==> src/hw/rtl/etf_pkg.sv <==
// ----------------------------------------------------------------------------
// etf_pkg: shared types and constants of the Ethernet transmit framer
// Holds frame position codes, register indexes, the CRC control bundle and
// the one-byte reflected CRC-32 update.
// ----------------------------------------------------------------------------
package etf_pkg;

	localparam int unsigned POS_W = 5;
	typedef logic [POS_W-1:0] pos_t;

	// Frame positions of the byte sequence that one item can produce
	localparam pos_t POS_HDR_FIRST = 5'd0;
	localparam pos_t POS_PAYLOAD   = 5'd14;
	localparam pos_t POS_FCS_FIRST = 5'd15;
	localparam pos_t POS_FCS_LAST  = 5'd18;

	localparam int unsigned HDR_BYTES = 14;
	localparam int unsigned FCS_BYTES = 4;

	// Configuration register indexes
	localparam int unsigned CFG_IDX_W = 2;
	typedef logic [CFG_IDX_W-1:0] cfg_idx_t;
	localparam cfg_idx_t CFG_DEST_MAC   = 2'd0;
	localparam cfg_idx_t CFG_SRC_MAC    = 2'd1;
	localparam cfg_idx_t CFG_ETHER_TYPE = 2'd2;

	localparam logic [47:0] DEST_MAC_RST   = 48'hFFFF_FFFF_FFFF;
	localparam logic [47:0] SRC_MAC_RST    = 48'h0000_0000_0000;
	localparam logic [15:0] ETHER_TYPE_RST = 16'h0800;

	localparam logic [31:0] CRC_POLY = 32'hEDB8_8320;
	localparam logic [31:0] CRC_ONES = 32'hFFFF_FFFF;

	// Control from the sequencer to the CRC unit
	typedef struct packed {
		logic upd;
		logic clr;
	} crc_ctl_t;

	// Advance the reflected CRC-32 by one byte, LSB first
	function automatic logic [31:0] crc32_byte(input logic [31:0] crc, input logic [7:0] b);
		logic [31:0] c;
		c = crc ^ {24'd0, b};
		for (int k = 0; k < 8; k++) begin
			c = c[0] ? (CRC_POLY ^ (c >> 1)) : (c >> 1);
		end
		return c;
	endfunction

endpackage

==> src/hw/rtl/etf_crc.sv <==
// ----------------------------------------------------------------------------
// etf_crc: running CRC-32 over transmitted header and payload bytes
// Updates once per byte, restarts at all ones on request.
// ----------------------------------------------------------------------------
module etf_crc (
	input  logic              clk,
	input  logic              arst_n,
	input  etf_pkg::crc_ctl_t ctl,
	input  logic [7:0]        data,
	output logic [31:0]       crc
);
	import etf_pkg::*;

	logic [31:0] crc_q;

	// Hold, advance by one byte, or restart
	always_ff @(posedge clk or negedge arst_n) begin
		if (!arst_n) begin
			crc_q <= CRC_ONES;
		end else if (ctl.clr) begin
			crc_q <= CRC_ONES;
		end else if (ctl.upd) begin
			crc_q <= crc32_byte(crc_q, data);
		end
	end

	assign crc = crc_q;

endmodule

==> src/hw/rtl/ethernet_tx_framer_crc32_unit.sv <==
// ----------------------------------------------------------------------------
// ethernet_tx_framer_crc32_unit: Ethernet transmit framer with FCS
// Prepends the 14-byte header to each frame's payload and appends the
// reflected CRC-32 frame check sequence, low byte first.
// ----------------------------------------------------------------------------
// Timing: an accepted item is registered in the input stage, and its bytes then
// leave through the output register at one byte per cycle while out_stall is low.
// An item holds the input stage while it emits 1 byte mid-frame, 15 on a frame's
// first byte, 5 on its last byte and 19 on a one-byte frame; mid-frame bytes stream at one per cycle unless stalled.
// Reset: the block awaits a frame start, the CRC is all ones and the
// registers hold broadcast destination, zero source MAC and ethertype 0x0800.
module ethernet_tx_framer_crc32_unit (
	input  logic                clk,
	input  logic                arst_n,
	// configuration write channel
	input  logic                cfg_valid,
	output logic                cfg_ready,
	input  etf_pkg::cfg_idx_t   cfg_index,
	input  logic [47:0]         cfg_data,
	// payload byte input
	input  logic                in_valid,
	output logic                in_stall,
	input  logic [7:0]          data_byte,
	input  logic                last_byte,
	// frame byte output
	output logic                out_valid,
	input  logic                out_stall,
	output logic [7:0]          frame_byte,
	output logic                end_of_frame
);
	import etf_pkg::*;

	// Configuration registers
	logic [47:0] dest_mac_q;
	logic [47:0] src_mac_q;
	logic [15:0] ether_type_q;

	assign cfg_ready = 1'b1;

	always_ff @(posedge clk or negedge arst_n) begin
		if (!arst_n) begin
			dest_mac_q   <= DEST_MAC_RST;
			src_mac_q    <= SRC_MAC_RST;
			ether_type_q <= ETHER_TYPE_RST;
		end else if (cfg_valid && cfg_ready) begin
			unique case (cfg_index)
				CFG_DEST_MAC:   dest_mac_q   <= cfg_data;
				CFG_SRC_MAC:    src_mac_q    <= cfg_data;
				CFG_ETHER_TYPE: ether_type_q <= cfg_data[15:0];
				default:        ;
			endcase
		end
	end

	// Input stage and sequencer state
	logic       valid_s1;
	logic [7:0] data_s1;
	logic       last_s1;
	pos_t       pos_q;

	logic       out_valid_q;
	logic [7:0] frame_byte_q;
	logic       eof_q;

	logic       adv;
	logic       emit;
	logic       done;
	pos_t       end_pos;
	logic       in_take;

	assign adv     = !out_valid_q || !out_stall;
	assign emit    = valid_s1 && adv;
	assign end_pos = last_s1 ? POS_FCS_LAST : POS_PAYLOAD;
	assign done    = emit && (pos_q == end_pos);
	assign in_stall = valid_s1 && !done;
	assign in_take  = in_valid && !in_stall;

	// Load a new transaction as the held one finishes
	always_ff @(posedge clk or negedge arst_n) begin
		if (!arst_n) begin
			valid_s1 <= 1'b0;
		end else if (!in_stall) begin
			valid_s1 <= in_valid;
		end
	end

	always_ff @(posedge clk) begin
		if (in_take) begin
			data_s1 <= data_byte;
			last_s1 <= last_byte;
		end
	end

	// Advance through the frame; restart at the header after the last FCS byte
	always_ff @(posedge clk or negedge arst_n) begin
		if (!arst_n) begin
			pos_q <= POS_HDR_FIRST;
		end else if (done) begin
			pos_q <= last_s1 ? POS_HDR_FIRST : POS_PAYLOAD;
		end else if (emit) begin
			pos_q <= pos_q + 1'b1;
		end
	end

	// CRC over header and payload
	crc_ctl_t    crc_ctl;
	logic [31:0] crc;
	logic [7:0]  next_byte;

	assign crc_ctl.upd = emit && (pos_q <= POS_PAYLOAD);
	assign crc_ctl.clr = emit && (pos_q == POS_FCS_LAST);

	etf_crc u_crc (
		.clk    (clk),
		.arst_n (arst_n),
		.ctl    (crc_ctl),
		.data   (next_byte),
		.crc    (crc)
	);

	// Select the byte for the current position
	logic [HDR_BYTES-1:0][7:0] hdr_bytes;
	logic [FCS_BYTES-1:0][7:0] fcs_bytes;
	logic [3:0]                hdr_idx;
	logic [1:0]                fcs_idx;
	pos_t                      fcs_off;

	assign hdr_bytes = {dest_mac_q, src_mac_q, ether_type_q};
	assign fcs_bytes = ~crc;
	assign hdr_idx   = 4'(HDR_BYTES - 1) - pos_q[3:0];
	assign fcs_off   = pos_q - POS_FCS_FIRST;
	assign fcs_idx   = fcs_off[1:0];

	always_comb begin
		priority if (pos_q < POS_PAYLOAD) begin
			next_byte = hdr_bytes[hdr_idx];
		end else if (pos_q == POS_PAYLOAD) begin
			next_byte = data_s1;
		end else begin
			next_byte = fcs_bytes[fcs_idx];
		end
	end

	// Output register
	always_ff @(posedge clk or negedge arst_n) begin
		if (!arst_n) begin
			out_valid_q <= 1'b0;
		end else if (adv) begin
			out_valid_q <= valid_s1;
		end
	end

	always_ff @(posedge clk) begin
		if (emit) begin
			frame_byte_q <= next_byte;
			eof_q        <= (pos_q == POS_FCS_LAST);
		end
	end

	assign out_valid    = out_valid_q;
	assign frame_byte   = frame_byte_q;
	assign end_of_frame = eof_q;

endmodule

==> config.mk <==
export PLATFORM = sky130hd
export DESIGN_NAME = ethernet_tx_framer_crc32_unit
export DESIGN_NICKNAME = d
export VERILOG_FILES = /design/src/hw/rtl/etf_pkg.sv /design/src/hw/rtl/etf_crc.sv /design/src/hw/rtl/ethernet_tx_framer_crc32_unit.sv
export SDC_FILE = /design/constraint.sdc
export NUM_CORES = 1
export LEC_CHECK = 0
export ABC_AREA = 1
export BUFFER_PORTS_ARGS = -buffer_cell sky130_fd_sc_hd__buf_4
export CAP_MARGIN = 15
export CORE_MARGIN = 1.5
export CORE_UTILIZATION = 65
export DETAILED_ROUTE_END_ITERATION = 6
export PLACE_DENSITY = 0.86
export REMOVE_ABC_BUFFERS = 1
export SLEW_MARGIN = 20
export SYNTH_ARGS = -nofsm -noshare
export SYNTH_HDL_FRONTEND = slang
export SYNTH_SLANG_ARGS = --single-unit
==> constraint.sdc <==
create_clock -name clk -period 6.59 [get_ports clk]
set_input_delay 1.6475 -clock clk [delete_from_list [all_inputs] [get_ports clk]]
set_output_delay 1.6475 -clock clk [all_outputs]
set_load 0.01 [all_outputs]
# After elaboration in Yosys (flattened, before gate mapping)
# Index checks and enable logic that the tools add are counted.
# op_classes
n_addsub	3
mul	0
div_mod_pow	0
n_lt_le_gt_ge	4
n_eq_ne	5
shift	0
muxes	20
n_bitwise	10
n_reduce_logical	17
# ops
op	count
$mux 32	10
$not 13->14	8
$bmux 8 s4	1
$mux 8	4
$not 32->32	1
$xor 32x8->32	1
$bmux 8 s2	1
$mux 5	3
$logic_and 1x1->1	6
$reduce_and 2->1	3
$add 5x1->5 const B	1
$eq 5x4->1 const B	1
$eq 5x5->1	1
$eq 5x5->1 const B	1
$le 5x4->1 const B	1
$lt 4x5->1 const B	1
$lt 5x4->1 const B	1
$logic_not 1->1	4
$mux 4	1
$reduce_bool 2->1	2
$sub 4x4->4 const A	1
$lt 2x3->1 const B	1
$eq 2x1->1 const B	1
$eq 2x2->1 const B	1
other kinds (3)	3
# totals
reg_bits	169
latch_bits	0
mem_bits_rw	0
rom_bits	0
inputBits	64
out_inout_bits	12
elab_cells	70
mem_count	0

# Longest topological paths before layout
# logic_depth
depth_word	24
mapped_depth	22
depth_no_buf	20

# Modules after synthesis
# Synthesis repeated with hierarchy kept, for this count alone.
# hier_totals
hier_cells	1188
area_unflattened_um2	9188.8
# modules_own_cells
mod	n_inst	cells_each	area_each_um2	seq_area_each_um2
ethernet_tx_framer_crc32_unit	1	840	6703.9	3579.7
etf_crc	1	348	2484.9	840.8

# Worst setup path before layout
# Ideal clock, no wire load.
# synth_path
path_kind	input to output
from	input out_stall
to	output in_stall
arrival_ns	2.582
required_time_ns	4.943
path_slack_ns	2.360
stages	8
path_buffers	0
cell_sequence	nand2_1 > nand2_1 > nor2_1 > nand2_1 > inv_1 > a21oi_1 > nand2_1 > inv_1
# synth_via
elab_chain_cells	6
# synth_lines
item	line_no	source
start, declared	ethernet_tx_framer_crc32_unit.sv:27	input logic out_stall,
$logic_not 1->1	ethernet_tx_framer_crc32_unit.sv:71	assign adv = !out_valid_q || !out_stall;
$logic_or 1x1->1	ethernet_tx_framer_crc32_unit.sv:71	
$logic_and 1x1->1	ethernet_tx_framer_crc32_unit.sv:72	assign emit = valid_s1 && adv;
$logic_and 1x1->1	ethernet_tx_framer_crc32_unit.sv:74	assign done = emit && (pos_q == end_pos);
$logic_not 1->1	ethernet_tx_framer_crc32_unit.sv:75	assign in_stall = valid_s1 && !done;
$logic_and 1x1->1	ethernet_tx_framer_crc32_unit.sv:75	
end, declared	ethernet_tx_framer_crc32_unit.sv:22	output logic in_stall,
# No other way between the ends.

# Worst setup path in the final report
# Same ends and word-level chain as after synthesis.

==> metrics.yaml <==
clock_tree:
  post_cts_buffers: 0
  clock_latency_ns: 0.43
  path_clk_slew_ns: 0.07
  cts_tree: "built"
  cts.sinks: 169
  numCtsBuffers: 17
  htreeDepth: 4
  hold_buffers: 0
  cts_repair_resize_count: 0
  clock_path_buffers: 2
  cts_root_buf: "clkbuf_16"
worst_setup_path:
  slowest_stage: "a21oi_1"
  cp-start-kind: "input pin"
  crit_buf_inv: 4
  critPathMaxFanout: 9
  reg2reg_slack_ns: 3.07
  reg2reg_depth: 11
  cp_top_family: "simple AND/OR/NAND/NOR gates"
  worst-path-stages: 10
  cp_cell_sequence: "buf_4 -> nand2_1 -> nand2_1 -> nor2_1 -> nand2_1 -> inv_1 -> a21oi_1 -> nand2_1 -> inv_1 -> buf_4"
  slowest_delay_ns: 0.44
  critPathRequiredTime_ns: 4.94
  critPathArrivalTime_ns: 3.11
  startpoint: "out_stall"
  cp-end-kind: "output pin"
  path_class: "input pin to output pin"
  timing.rr.start: "pos_q[0]$_DFFE_PN0P_"
  cp_common_cell: "nand2_1"
detailed_routing:
  avgViaCountPerCell: 5.74
  wl_per_cell_um: 16.0
  route.vias.total: 8375
  ant_nets: 0
  drcViolationCount: 0
  drt_iter0_markers: 854
  wirelength_mm: 23.3
  drt_pass1_iterations: 5
status:
  status: "complete, no violations"
timing:
  slew_viol_final: 0
  fin_crit_sh_pct: 72.2
  setup_viol: 0
  fin_skew_ns: 0.0160
  slew_headroom_pct: 25.2
  max_clock_freq_ghz: 0.210
  finalHoldViolCount: 0
  whs_ns: 0.471
  fin_crit_ns: 4.76
  finalSetupTns_ns: 0
  rsz0062_at_grt: "false"
  tightest_slew_ns: 1.12
  worst_slack_ns: 1.83
logic_synthesis:
  synth-seq-cells: 169
  yosysSeqAreaShare_pct: 47.2
  synth_area_mm2: 0.00937
  synth.most_common_cell: "nand2_1"
  synth_edf_count: 18
  synth.top_cell.area_share_pct: 22.7
  async_reset_ff_share_pct: 89.3
  synth_ff_type: "dfstp_2"
  yosys_warnings: 0
  syn_area_per_cell_um2: 7.69
  yosys.area.top_type: "dfstp_2"
  synthesis.instances: 1219
  synthTopCellsByCount: "363 x nand2_1, 163 x o21ai_0, 144 x inv_1"
  yosysUniqueCellTypes: 39
  synth_area_leaders: "dfstp_2 23%, dfrtp_1 19%, nand2_1 15%"
global_route:
  met3_usage_pct: 7.75
  grt_pass1_vias: 7851
  grt-ovfl-total: 0
  grt_util_all_layers_pct: 32.7
  antenna_found_initial: 0
  grt_pass1_wl_mm: 38.1
  met2_usage_pct: 50.9
  grtUsageMet1_pct: 43.6
  grt_start_max_net_pins: 97
  busiest_layer: "met2"
floorplanning:
  die_w_um: 123
  io-pin-count: 76
  initial_core_util_pct: 67.0
  fp.dieH_um: 123
  core_mm2: 0.0140
  rows: 43
  dieArea_mm2: 0.0151
run:
  maxCapViolCount: 0
cells_and_area:
  fin_util_pct: 74.8
  layout.filler_cells: 1061
  drive_gt1_share_pct: 20.3
  n_antenna_cell: 0
  area_growth_syn_to_layout_pct: 11.7
  layout.nets: 1333
min_path:
  hp-class: "register to register"
  min_from: "u_crc.crc[21]$_DFFE_PN1P_"
  min_path_cells: 2
placed_design:
  portBuffers: 74
  place_hpwl_mm: 15.0
  place_ws_ns: 1.91
  place.gp.congestion: 0.935
## logic make-up after synthesis
family                   Yosys count  synth area share, %
AO/OA/AOI/OAI                    234                 13.3
XOR/XNOR                          24                 2.68
adder cells (fa/ha/maj)            4                0.534
buffers and inverters            206                 9.40
flip-flops                       169                 47.2
other                              1               0.0400
AND/OR/NAND/NOR                  581                 26.9
## through the flow
stage	cells	instance area, µm²
finish	1458	10500
global route	1458	10500
CTS	1458	10500
detailed placement	1426	9920
global placement	1426	9920
floorplan	1166	9070
## routing by layer
| metal | vias up | share of wire, % |
|---|---|---|
| met5 | - | 0 |
| met4 | 0 | 3.0 |
| met3 | 58 | 9.0 |
| met2 | 446 | 47 |
| met1 | 3898 | 41 |
| li1 | 3973 | - |
## worst reg2reg max path, cell delays in order, from the launching register on
cell     delay [ns]
dfrtp_2        0.38
inv_4          0.22
ha_1           0.31
inv_1          0.08
nor2_1         0.06
nand2_1        0.07
inv_1          0.15
nor2_1         0.90
inv_1          0.72
or2_2          0.48
nand2_1        0.07
inv_1          0.03
## final timing paths
kind,end
worst min-delay path,u_crc.crc[21]$_DFFE_PN1P_
worst min register to register,u_crc.crc[21]$_DFFE_PN1P_
max in group asynchronous,ether_type_q[12]$_DFFE_PN0P_
worst max register to register,u_crc.crc[24]$_DFFE_PN1P_
min in group asynchronous,src_mac_q[3]$_DFFE_PN0P_
worst max-delay path,in_stall
## cell type report
class                           count  area [µm²]  share of cell area (%)
Clock buffer                       25         507                    4.84
Tap cell                          180         225                    2.15
Timing Repair Buffer               80         604                    5.77
Multi-Input combinational cell    844        4090                    39.1
Clock inverter                      7        41.3                   0.394
Inverter                          153         579                    5.53
Sequential cell                   169        4420                    42.2
## registers in the layout, indices dropped and copies added, names as in the netlist
register	cells
dest_mac_q	48
src_mac_q	48
u_crc.crc	32
ether_type_q	16
data_s1	8
frame_byte	8
pos_q	5
end_of_frame	1
last_s1	1
out_valid	1
valid_s1	1
## cell usage in the layout (no fill, tap or decap), types with 4 or more instances in the layout
cell,n
a21oi_1,27
buf_4,79
clkbuf_1,4
clkbuf_16,18
clkinv_2,5
dfrtp_1,69
dfstp_2,81
edfxtp_1,18
ha_1,4
inv_1,144
inv_2,6
nand2_1,363
nand2_2,29
nand2_4,8
nand3_1,107
nand3_2,7
nor2_1,56
o21ai_0,163
o21ai_1,22
o21bai_2,8
o22ai_1,8
xnor2_1,5
xor2_1,15
Power is left out: the tool's default activity adds up to more than one toggle a clock period on the data nets, which glitch-free logic cannot reach.
